--- src/rtl/core/bst_pkg.sv ---
package bst_pkg;

    localparam int VAL_W     = 17;
    localparam int FRAC_BITS = 16;
    localparam int QUOT_W    = 18;
    localparam int PROD_W    = 2 * VAL_W;
    localparam int DIVD_W    = PROD_W + 1;
    localparam int CNT_W     = 4;
    localparam int IDX_W     = 6;
    localparam int SUM_W     = 8;
    localparam int DEG_W     = 3;
    localparam int UNIQ_W    = 7;
    localparam int MODE_W    = 2;
    localparam int CFG_IDX_W = 2;
    localparam int CFG_W     = 7;

    typedef logic [VAL_W-1:0] val_t;

    localparam val_t ONE_FX = val_t'(1 << FRAC_BITS);

    localparam logic [MODE_W-1:0] MODE_LOAD_U = 2'd0;
    localparam logic [MODE_W-1:0] MODE_LOAD_V = 2'd1;
    localparam logic [MODE_W-1:0] MODE_EVAL   = 2'd2;

    localparam logic [CFG_IDX_W-1:0] CFG_DEGREE_U = 2'd0;
    localparam logic [CFG_IDX_W-1:0] CFG_DEGREE_V = 2'd1;
    localparam logic [CFG_IDX_W-1:0] CFG_UNIQUE_U = 2'd2;
    localparam logic [CFG_IDX_W-1:0] CFG_UNIQUE_V = 2'd3;

    typedef enum logic [3:0] {
        S_IDLE,
        S_SETUP,
        S_INIT_RD,
        S_INIT_WR,
        S_TERM_RD1,
        S_TERM_RD2,
        S_DIV1_GO,
        S_DIV1_WAIT,
        S_DIV2_GO,
        S_DIV2_WAIT,
        S_FIN_RD,
        S_FIN,
        S_PROD,
        S_OUT
    } seq_state_t;

    typedef enum logic [1:0] {
        D_IDLE,
        D_MUL,
        D_PREP,
        D_ITER
    } div_state_t;

    typedef struct packed {
        logic start;
        val_t num;
        val_t den;
        val_t prev;
    } div_req_t;

    typedef struct packed {
        logic              done;
        logic [QUOT_W-1:0] quot;
    } div_rsp_t;

    function automatic val_t pos_diff(input val_t a, input val_t b);
        return (a > b) ? (a - b) : '0;
    endfunction

endpackage

--- src/rtl/core/bst_divider.sv ---
module bst_divider (
    input  logic              clk,
    input  logic              rst_n,
    input  bst_pkg::div_req_t req,
    output bst_pkg::div_rsp_t rsp
);
    import bst_pkg::*;

    localparam int BIT_W = $clog2(QUOT_W);

    div_state_t          state_reg, state_next;
    logic [PROD_W-1:0]   prod_reg, prod_next;
    val_t                den_reg, den_next;
    logic [DIVD_W-1:0]   dvd_reg, dvd_next;
    val_t                rem_reg, rem_next;
    logic [QUOT_W-1:0]   quot_reg, quot_next;
    logic [BIT_W-1:0]    bit_reg, bit_next;
    logic                done_reg, done_next;
    logic [QUOT_W-1:0]   dvd_lo;
    logic [VAL_W:0]      trial;
    logic                zero_op;
    logic                ovf;

    assign dvd_lo  = dvd_reg[QUOT_W-1:0];
    assign trial   = {rem_reg, dvd_lo[bit_reg]};
    assign zero_op = (req.num == '0) || (req.den == '0) || (req.prev == '0);
    // A quotient that does not fit saturates; the caller clamps the sum at one anyway.
    assign ovf     = (dvd_reg[DIVD_W-1:QUOT_W] >= den_reg);

    always_comb
    begin
        state_next = state_reg;
        unique case (state_reg)
            D_IDLE:
            begin
                if (req.start && !zero_op)
                begin
                    state_next = D_MUL;
                end
            end
            D_MUL:  state_next = D_PREP;
            D_PREP: state_next = ovf ? D_IDLE : D_ITER;
            D_ITER:
            begin
                if (bit_reg == '0)
                begin
                    state_next = D_IDLE;
                end
            end
            default: state_next = D_IDLE;
        endcase
    end

    always_comb
    begin
        prod_next = prod_reg;
        den_next  = den_reg;
        dvd_next  = dvd_reg;
        rem_next  = rem_reg;
        quot_next = quot_reg;
        bit_next  = bit_reg;
        done_next = 1'b0;
        unique case (state_reg)
            D_IDLE:
            begin
                if (req.start)
                begin
                    if (zero_op)
                    begin
                        quot_next = '0;
                        done_next = 1'b1;
                    end
                    else
                    begin
                        prod_next = req.num * req.prev;
                        den_next  = req.den;
                    end
                end
            end
            D_MUL:
            begin
                dvd_next = {1'b0, prod_reg} + DIVD_W'(den_reg >> 1);
            end
            D_PREP:
            begin
                if (ovf)
                begin
                    quot_next = '1;
                    done_next = 1'b1;
                end
                else
                begin
                    rem_next  = dvd_reg[DIVD_W-1:QUOT_W];
                    quot_next = '0;
                    bit_next  = BIT_W'(QUOT_W - 1);
                end
            end
            D_ITER:
            begin
                if (trial >= {1'b0, den_reg})
                begin
                    rem_next  = VAL_W'(trial - {1'b0, den_reg});
                    quot_next = {quot_reg[QUOT_W-2:0], 1'b1};
                end
                else
                begin
                    rem_next  = trial[VAL_W-1:0];
                    quot_next = {quot_reg[QUOT_W-2:0], 1'b0};
                end
                bit_next = bit_reg - 1'b1;
                if (bit_reg == '0)
                begin
                    done_next = 1'b1;
                end
            end
            default: ;
        endcase
    end

    always_ff @(posedge clk or negedge rst_n)
    begin
        if (!rst_n)
        begin
            state_reg <= D_IDLE;
            done_reg  <= 1'b0;
        end
        else
        begin
            state_reg <= state_next;
            done_reg  <= done_next;
        end
    end

    always_ff @(posedge clk)
    begin
        prod_reg <= prod_next;
        den_reg  <= den_next;
        dvd_reg  <= dvd_next;
        rem_reg  <= rem_next;
        quot_reg <= quot_next;
        bit_reg  <= bit_next;
    end

    assign rsp.done = done_reg;
    assign rsp.quot = quot_reg;

endmodule

--- src/rtl/core/bst_seq.sv ---
module bst_seq #(
    parameter int MAX_KNOTS  = 64,
    parameter int MAX_DEGREE = 7,
    parameter int AW         = 6
) (
    input  logic                        clk,
    input  logic                        rst_n,
    input  logic                        start_eval,
    input  logic [bst_pkg::IDX_W-1:0]   row_index,
    input  logic [bst_pkg::IDX_W-1:0]   col_index,
    input  logic [bst_pkg::VAL_W-1:0]   u_param,
    input  logic [bst_pkg::VAL_W-1:0]   v_param,
    input  logic [bst_pkg::DEG_W-1:0]   degree_u,
    input  logic [bst_pkg::DEG_W-1:0]   degree_v,
    input  logic [bst_pkg::UNIQ_W-1:0]  unique_knots_u,
    input  logic [bst_pkg::UNIQ_W-1:0]  unique_knots_v,
    input  logic [bst_pkg::VAL_W-1:0]   knot_u_a,
    input  logic [bst_pkg::VAL_W-1:0]   knot_u_b,
    input  logic [bst_pkg::VAL_W-1:0]   knot_v_a,
    input  logic [bst_pkg::VAL_W-1:0]   knot_v_b,
    output logic [AW-1:0]               knot_addr_a,
    output logic [AW-1:0]               knot_addr_b,
    output logic                        busy,
    output logic                        done,
    output logic [bst_pkg::VAL_W-1:0]   basis_u_value,
    output logic [bst_pkg::VAL_W-1:0]   basis_v_value,
    output logic [bst_pkg::VAL_W-1:0]   product_value,
    output logic                        index_error
);
    import bst_pkg::*;

    localparam int NDEPTH = MAX_DEGREE + 1;
    localparam int NW     = (NDEPTH > 1) ? $clog2(NDEPTH) : 1;
    localparam logic [CNT_W-1:0] DEG_MAX = CNT_W'(MAX_DEGREE);

    seq_state_t          state_reg, state_next;
    logic                dir_reg, dir_next;
    logic [IDX_W-1:0]    row_reg, row_next, col_reg, col_next, idx_reg, idx_next;
    val_t                u_reg, u_next, v_reg, v_next, t_reg, t_next;
    logic [CNT_W-1:0]    deg_reg, deg_next, j_reg, j_next, q_reg, q_next;
    val_t                ka_reg, ka_next, kaq_reg, kaq_next;
    val_t                ka1_reg, ka1_next, kaq1_reg, kaq1_next;
    val_t                n0_reg, n0_next, n1_reg, n1_next;
    logic [QUOT_W-1:0]   s1_reg, s1_next;
    val_t                bu_reg, bu_next, bv_reg, bv_next;
    logic                err_reg, err_next;
    logic [PROD_W-1:0]   prod_reg, prod_next;
    val_t                out_u_reg, out_u_next, out_v_reg, out_v_next, out_p_reg, out_p_next;
    logic                out_err_reg, out_err_next;
    logic                done_reg, done_next;

    val_t                n_mem [NDEPTH];
    val_t                n_rd_a, n_rd_b;
    logic [NW-1:0]       n_raddr_a, n_raddr_b, n_waddr;
    logic                n_we;
    val_t                n_wdata;

    div_req_t            div_req;
    div_rsp_t            div_rsp;

    val_t                knot_a, knot_b;
    logic [IDX_W-1:0]    set_idx;
    val_t                set_t;
    logic [DEG_W-1:0]    set_deg_raw;
    logic [UNIQ_W-1:0]   set_uniq;
    logic [CNT_W-1:0]    set_deg;
    logic [SUM_W-1:0]    supp, total;
    logic                set_err, set_last;
    logic [SUM_W-1:0]    addr_j, addr_jq;
    logic [SUM_W-1:0]    jq_next_sum;
    logic [QUOT_W:0]     term_sum;
    val_t                term_sat;
    logic                init_hit;
    logic [PROD_W-1:0]   prod_round;

    bst_divider u_div (
        .clk   (clk),
        .rst_n (rst_n),
        .req   (div_req),
        .rsp   (div_rsp)
    );

    assign knot_a = dir_reg ? knot_v_a : knot_u_a;
    assign knot_b = dir_reg ? knot_v_b : knot_u_b;

    assign set_idx     = dir_reg ? col_reg : row_reg;
    assign set_t       = dir_reg ? v_reg : u_reg;
    assign set_deg_raw = dir_reg ? degree_v : degree_u;
    assign set_uniq    = dir_reg ? unique_knots_v : unique_knots_u;
    assign set_deg     = (CNT_W'(set_deg_raw) > DEG_MAX) ? DEG_MAX : CNT_W'(set_deg_raw);
    assign supp        = SUM_W'(set_idx) + SUM_W'(set_deg) + SUM_W'(1);
    assign total       = SUM_W'(set_uniq) + SUM_W'(set_deg) + SUM_W'(set_deg);
    assign set_err     = (supp >= total) || (int'(supp) >= MAX_KNOTS);
    // The last basis function closes the interval at one.
    assign set_last    = ((SUM_W'(set_idx) + SUM_W'(2)) == (SUM_W'(set_uniq) + SUM_W'(set_deg)))
                         && (set_t == ONE_FX);

    assign addr_j      = SUM_W'(idx_reg) + SUM_W'(j_reg);
    assign addr_jq     = addr_j + SUM_W'(q_reg);
    assign jq_next_sum = SUM_W'(j_reg) + SUM_W'(q_reg) + SUM_W'(1);
    assign term_sum    = {1'b0, s1_reg} + {1'b0, div_rsp.quot};
    assign term_sat    = (term_sum > (QUOT_W+1)'(ONE_FX)) ? ONE_FX : VAL_W'(term_sum);
    assign init_hit    = (knot_a <= t_reg) && (t_reg < knot_b);
    assign prod_round  = prod_reg + PROD_W'(1 << (FRAC_BITS - 1));

    always_comb
    begin
        knot_addr_a = '0;
        knot_addr_b = '0;
        case (state_reg)
            S_INIT_RD:
            begin
                knot_addr_a = AW'(addr_j);
                knot_addr_b = AW'(addr_j + SUM_W'(1));
            end
            S_TERM_RD1:
            begin
                knot_addr_a = AW'(addr_j);
                knot_addr_b = AW'(addr_jq);
            end
            S_TERM_RD2:
            begin
                knot_addr_a = AW'(addr_j + SUM_W'(1));
                knot_addr_b = AW'(addr_jq + SUM_W'(1));
            end
            default: ;
        endcase
    end

    assign n_raddr_a = (state_reg == S_FIN_RD) ? '0 : NW'(j_reg);
    assign n_raddr_b = NW'(j_reg + CNT_W'(1));
    assign n_waddr   = NW'(j_reg);
    assign n_we      = (state_reg == S_INIT_WR)
                       || ((state_reg == S_DIV2_WAIT) && div_rsp.done);
    assign n_wdata   = (state_reg == S_INIT_WR) ? (init_hit ? ONE_FX : '0) : term_sat;

    always_ff @(posedge clk)
    begin
        if (n_we)
        begin
            n_mem[n_waddr] <= n_wdata;
        end
        n_rd_a <= n_mem[n_raddr_a];
        n_rd_b <= n_mem[n_raddr_b];
    end

    always_comb
    begin
        div_req.start = 1'b0;
        div_req.num   = '0;
        div_req.den   = '0;
        div_req.prev  = '0;
        case (state_reg)
            S_DIV1_GO:
            begin
                div_req.start = 1'b1;
                div_req.num   = pos_diff(t_reg, ka_reg);
                div_req.den   = pos_diff(kaq_reg, ka_reg);
                div_req.prev  = n0_reg;
            end
            S_DIV2_GO:
            begin
                div_req.start = 1'b1;
                div_req.num   = pos_diff(kaq1_reg, t_reg);
                div_req.den   = pos_diff(kaq1_reg, ka1_reg);
                div_req.prev  = n1_reg;
            end
            default: ;
        endcase
    end

    always_comb
    begin
        state_next = state_reg;
        unique case (state_reg)
            S_IDLE:      if (start_eval) state_next = S_SETUP;
            S_SETUP:
            begin
                if (set_err || set_last)
                begin
                    state_next = dir_reg ? S_PROD : S_SETUP;
                end
                else
                begin
                    state_next = S_INIT_RD;
                end
            end
            S_INIT_RD:   state_next = S_INIT_WR;
            S_INIT_WR:
            begin
                if (j_reg != deg_reg)
                begin
                    state_next = S_INIT_RD;
                end
                else
                begin
                    state_next = (deg_reg == '0) ? S_FIN_RD : S_TERM_RD1;
                end
            end
            S_TERM_RD1:  state_next = S_TERM_RD2;
            S_TERM_RD2:  state_next = S_DIV1_GO;
            S_DIV1_GO:   state_next = S_DIV1_WAIT;
            S_DIV1_WAIT: if (div_rsp.done) state_next = S_DIV2_GO;
            S_DIV2_GO:   state_next = S_DIV2_WAIT;
            S_DIV2_WAIT:
            begin
                if (div_rsp.done)
                begin
                    if (jq_next_sum <= SUM_W'(deg_reg))
                    begin
                        state_next = S_TERM_RD1;
                    end
                    else
                    begin
                        state_next = (q_reg == deg_reg) ? S_FIN_RD : S_TERM_RD1;
                    end
                end
            end
            S_FIN_RD:    state_next = S_FIN;
            S_FIN:       state_next = dir_reg ? S_PROD : S_SETUP;
            S_PROD:      state_next = S_OUT;
            S_OUT:       state_next = S_IDLE;
            default:     state_next = S_IDLE;
        endcase
    end

    always_comb
    begin
        dir_next     = dir_reg;
        row_next     = row_reg;
        col_next     = col_reg;
        u_next       = u_reg;
        v_next       = v_reg;
        idx_next     = idx_reg;
        t_next       = t_reg;
        deg_next     = deg_reg;
        j_next       = j_reg;
        q_next       = q_reg;
        ka_next      = ka_reg;
        kaq_next     = kaq_reg;
        ka1_next     = ka1_reg;
        kaq1_next    = kaq1_reg;
        n0_next      = n0_reg;
        n1_next      = n1_reg;
        s1_next      = s1_reg;
        bu_next      = bu_reg;
        bv_next      = bv_reg;
        err_next     = err_reg;
        prod_next    = prod_reg;
        out_u_next   = out_u_reg;
        out_v_next   = out_v_reg;
        out_p_next   = out_p_reg;
        out_err_next = out_err_reg;
        done_next    = 1'b0;
        case (state_reg)
            S_IDLE:
            begin
                if (start_eval)
                begin
                    row_next = row_index;
                    col_next = col_index;
                    u_next   = u_param;
                    v_next   = v_param;
                    dir_next = 1'b0;
                    err_next = 1'b0;
                end
            end
            S_SETUP:
            begin
                idx_next = set_idx;
                t_next   = set_t;
                deg_next = set_deg;
                j_next   = '0;
                if (set_err || set_last)
                begin
                    if (set_err)
                    begin
                        err_next = 1'b1;
                    end
                    if (dir_reg)
                    begin
                        bv_next = set_err ? '0 : ONE_FX;
                    end
                    else
                    begin
                        bu_next = set_err ? '0 : ONE_FX;
                    end
                    dir_next = 1'b1;
                end
            end
            S_INIT_WR:
            begin
                if (j_reg != deg_reg)
                begin
                    j_next = j_reg + CNT_W'(1);
                end
                else
                begin
                    j_next = '0;
                    q_next = CNT_W'(1);
                end
            end
            S_TERM_RD2:
            begin
                ka_next  = knot_a;
                kaq_next = knot_b;
                n0_next  = n_rd_a;
                n1_next  = n_rd_b;
            end
            S_DIV1_GO:
            begin
                ka1_next  = knot_a;
                kaq1_next = knot_b;
            end
            S_DIV1_WAIT:
            begin
                if (div_rsp.done)
                begin
                    s1_next = div_rsp.quot;
                end
            end
            S_DIV2_WAIT:
            begin
                if (div_rsp.done)
                begin
                    if (jq_next_sum <= SUM_W'(deg_reg))
                    begin
                        j_next = j_reg + CNT_W'(1);
                    end
                    else
                    begin
                        j_next = '0;
                        q_next = q_reg + CNT_W'(1);
                    end
                end
            end
            S_FIN:
            begin
                if (dir_reg)
                begin
                    bv_next = n_rd_a;
                end
                else
                begin
                    bu_next = n_rd_a;
                end
                dir_next = 1'b1;
            end
            S_PROD:
            begin
                prod_next = bu_reg * bv_reg;
            end
            S_OUT:
            begin
                out_u_next   = bu_reg;
                out_v_next   = bv_reg;
                out_p_next   = VAL_W'(prod_round >> FRAC_BITS);
                out_err_next = err_reg;
                done_next    = 1'b1;
            end
            default: ;
        endcase
    end

    always_ff @(posedge clk or negedge rst_n)
    begin
        if (!rst_n)
        begin
            state_reg <= S_IDLE;
            done_reg  <= 1'b0;
            dir_reg   <= 1'b0;
        end
        else
        begin
            state_reg <= state_next;
            done_reg  <= done_next;
            dir_reg   <= dir_next;
        end
    end

    always_ff @(posedge clk)
    begin
        row_reg     <= row_next;
        col_reg     <= col_next;
        u_reg       <= u_next;
        v_reg       <= v_next;
        idx_reg     <= idx_next;
        t_reg       <= t_next;
        deg_reg     <= deg_next;
        j_reg       <= j_next;
        q_reg       <= q_next;
        ka_reg      <= ka_next;
        kaq_reg     <= kaq_next;
        ka1_reg     <= ka1_next;
        kaq1_reg    <= kaq1_next;
        n0_reg      <= n0_next;
        n1_reg      <= n1_next;
        s1_reg      <= s1_next;
        bu_reg      <= bu_next;
        bv_reg      <= bv_next;
        err_reg     <= err_next;
        prod_reg    <= prod_next;
        out_u_reg   <= out_u_next;
        out_v_reg   <= out_v_next;
        out_p_reg   <= out_p_next;
        out_err_reg <= out_err_next;
    end

    assign busy          = (state_reg != S_IDLE);
    assign done          = done_reg;
    assign basis_u_value = out_u_reg;
    assign basis_v_value = out_v_reg;
    assign product_value = out_p_reg;
    assign index_error   = out_err_reg;

endmodule

--- config.mk ---
export PLATFORM = sky130hd
export DESIGN_NAME = bst_seq
export DESIGN_NICKNAME = d
export VERILOG_FILES = /design/src/rtl/core/bst_pkg.sv /design/src/rtl/core/bst_divider.sv /design/src/rtl/core/bst_seq.sv
export SDC_FILE = /design/constraint.sdc
export NUM_CORES = 2
export LEC_CHECK = 0
export CAP_MARGIN = 40
export CELL_PAD_IN_SITES_DETAIL_PLACEMENT = 1
export CELL_PAD_IN_SITES_GLOBAL_PLACEMENT = 2
export CORE_MARGIN = 4
export CORE_UTILIZATION = 44
export DETAILED_ROUTE_END_ITERATION = 12
export DONT_BUFFER_PORTS = 1
export PLACE_DENSITY = 0.83
export SLEW_MARGIN = 20
export SYNTH_ARGS = -nofsm -noshare
export SYNTH_HDL_FRONTEND = slang
export SYNTH_SLANG_ARGS = --single-unit
--- constraint.sdc ---
create_clock -name clk -period 11.15 [get_ports clk]
set_input_delay 1.6725 -clock clk [delete_from_list [all_inputs] [get_ports clk]]
set_output_delay 1.6725 -clock clk [all_outputs]
set_load 0.05 [all_outputs]
==> metrics.log <==
[metrics] Setup Viol. Count Final: 0
[metrics] predominant post-synthesis flop cell: sky130_fd_sc_hd__edfxtp_1
[metrics] pin count of the biggest net entering global routing: 54
[metrics] number of flip-flops under the largest register name: 136
[metrics] critical register-to-register path endpoint: u_div.prod_reg[33]
[metrics] CORE AREA: 0.114 mm^2
[metrics] Post CTS Setup Buffer Count: 0
[metrics] Slew HR: 24.8%
[metrics] Final Wtd Congestion: 0.903
[metrics] status: completed
[metrics] total of warnings raised by yosys: 0
[metrics] Syn Inst Count: 4782
[metrics] commonest cells in the synthesized netlist: sky130_fd_sc_hd__inv_1 (701), sky130_fd_sc_hd__nand2_1 (586), sky130_fd_sc_hd__edfxtp_1 (567)
[metrics] Critical Path End Type: register
[metrics] total length of routed wires: 153000 um
[metrics] global-route wire length before repair: 235000 um
[metrics] total die area: 0.121 mm^2
[metrics] count of cells along the worst register-to-register path: 31
[metrics] 1st-iter DRT viols: 2794
[metrics] clock insertion delay at the later pin of the skew report: 0.68 ns
[metrics] vias in the first global route: 38757
[metrics] synth unique cells: 87
[metrics] post-detailed-route count of antenna-violating nets: 0
[metrics] worst-case setup slack after placement: 1.86 ns
[metrics] CP arrival: 9.81 ns
[metrics] worst hold path cell count: 0
[metrics] Cell Rows: 124
[metrics] number of max-cap violations: 0
[metrics] layout cell share with drive strength beyond 1: 7.98%
[metrics] area growth from synthesis to final layout: 9.78%
[metrics] required time at the worst-slack endpoint: 11.53 ns
[metrics] top cell type by total area after synthesis: sky130_fd_sc_hd__edfxtp_1
[metrics] Reg-to-Reg Start: t_reg[1]
[metrics] critical path peak fanout: 13
[metrics] number of buffers added by the clock tree synthesis step: 72
[metrics] share of async-settable or async-resettable flops after synthesis: 1.48%
[metrics] CTS tree: built
[metrics] antenna violations before repair: 11
[metrics] Worst Min Path Start: n_rd_b[14]
[metrics] area of all sequential standard cells: 0.0179 mm^2
[metrics] number of DRC violations after detailed routing: 0
[metrics] Filler Cell Count: 12360
[metrics] Mapped Avg Cell Area: 10.6 um^2
[metrics] IO buf count: 0
[metrics] final worst setup slack: 1.72 ns
[metrics] share of the synthesized area in the top cell type: 33.6%
[metrics] Initial Utilization: 44.3%
[metrics] # hold bufs at CTS: 0
[metrics] setup tns final: 0 ns
[metrics] CTS sink count: 610
[metrics] post-route minimum period: 9.43 ns
[metrics] DPL Wire Length: 120000 um
[metrics] Tot GR Track Use: 25.3%
[metrics] Area contributors post-synth: sky130_fd_sc_hd__edfxtp_1 (34%), sky130_fd_sc_hd__fa_1 (18%), sky130_fd_sc_hd__ha_1 (10%), sky130_fd_sc_hd__inv_1 (5.2%), sky130_fd_sc_hd__nand2_1 (4.3%)
[metrics] number of max-slew violations in the final report: 0
[metrics] y dimension of the die: 347 um
[metrics] count of flip-flops with a built-in enable after synthesis: 567
[metrics] Post-Syn Area: 0.0507 mm^2
[metrics] end point of the most critical hold path: n1_reg[14]
[metrics] worst-case clock skew: 0.0497 ns
[metrics] sequential cell area fraction in the yosys report: 35.4%
[metrics] Hold Fails Final Rpt: 0
[metrics] Max H-tree Level: 3
[metrics] count of vias placed by the detailed router: 36226
[metrics] slowest stage cell, crit path: sky130_fd_sc_hd__fa_1
[metrics] WL per Instance: 24.0 um
[metrics] RSZ-0062 raised after global routing: false
[metrics] Critical Setup Path Class: reg -> reg
[metrics] # IOs: 203
[metrics] number of buffers on the longest clock path: 3
[metrics] post-CTS resize count: 0
[metrics] longest individual stage delay on the worst path: 0.52 ns
[metrics] Horiz. Die Dim: 347 um
[metrics] min-delay worst type: reg -> reg
[metrics] leading cell type by number of instances after synthesis: sky130_fd_sc_hd__inv_1
[metrics] number of nets in the layout: 5817
[metrics] count of TritonRoute iterations in the first routing pass: 6
[metrics] achievable frequency: 0.106 GHz
[metrics] Worst Max-Slew Pin Slew: 1.13 ns
[metrics] startpoint kind of the worst setup timing path: register
[metrics] DR vias/cell: 5.68
[metrics] clock-pin transition on the worst setup and hold timing paths: 0.06 ns
[metrics] final global-route overflow total: 0
[metrics] Multi-input gate area: 0.0295 mm^2
[metrics] hold_ws: 0.404 ns
[metrics] syn_nets: 5794
[metrics] buffer cell driving the clock tree root: sky130_fd_sc_hd__clkbuf_16
[metrics] post-synthesis sequential element count: 610
[metrics] Worst R2R Setup Slack: 1.72 ns
[metrics] final cycle utilization of the critical path: 84.6%
==> critical path, delay by kind of cell, from the launching register on <==
kind,cells,cell delay (ns)
compound gates,12,3.39
xor+xnor,1,0.08
fa+ha+maj,8,3.47
buf+inv,6,0.64
flops,1,0.46
simple gates,4,1.09
==> layout make-up <==
class | count | area share [%]
multi-input combinational | 3302 | 53.1
sequential | 610 | 32.3
inverter | 701 | 4.73
clock buffer | 91 | 3.57
tap | 1512 | 3.40
timing repair buffer | 118 | 1.74
clock inverter | 41 | 1.16
antenna | 8 | 0.0360
==> metal layers <==
| metal | up-vias | GRT usage [%] | share of wire [%] |
|---|---|---|---|
| met2 | 1084 | 42.2 | 48 |
| li1 | 16300 | - | - |
| met5 | - | 0 | 0.030 |
| met4 | 6 | 7.09 | 3.0 |
| met3 | 258 | 3.40 | 6.1 |
| met1 | 18578 | 34.9 | 43 |
==> stage by stage <==
step,cells,utilization [%],area [um^2]
after floorplan,4782,-,50700
after global placement,6207,46.0,52600
after detailed placement,6235,46.2,52900
after CTS,6367,48.5,55500
after global routing,6377,48.6,55600
final,6383,48.6,55600
==> how the worst max path moves through the flow <==
| stage | cells past startpoint | to | start |
|---|---|---|---|
| after floorplan | 27 | u_div.prod_reg[33] | state_reg[3] |
| after global placement | 31 | u_div.prod_reg[33] | t_reg[1] |
| after detailed placement | 31 | u_div.prod_reg[33] | t_reg[1] |
| after CTS | 31 | u_div.prod_reg[33] | t_reg[1] |
| after global routing | 31 | u_div.prod_reg[33] | t_reg[1] |
| final | 31 | u_div.prod_reg[33] | t_reg[1] |
==> kinds of logic after synthesis <==
logic type      share of synthesized area [%]
compound gates                           9.23
xor+xnor                                 3.75
fa+ha+maj                                28.4
buf+inv                                  6.50
flops                                    35.4
mux                                      4.25
simple gates                             12.5
==> cell usage in the layout (no fill, tap or decap), types with 94 or more instances in the layout <==
cell and n:
sky130_fd_sc_hd__nand2_1 586, sky130_fd_sc_hd__inv_1 700, sky130_fd_sc_hd__a21oi_1 151, sky130_fd_sc_hd__xnor2_1 145
sky130_fd_sc_hd__and2_1 136, sky130_fd_sc_hd__fa_1 458, sky130_fd_sc_hd__ha_1 416, sky130_fd_sc_hd__nor2_1 257
sky130_fd_sc_hd__nand3_1 94, sky130_fd_sc_hd__buf_4 98, sky130_fd_sc_hd__o21ai_0 110, sky130_fd_sc_hd__edfxtp_1 567
Power is left out: the tool's default activity adds up to more than one toggle a clock period on the data nets, which glitch-free logic cannot reach.
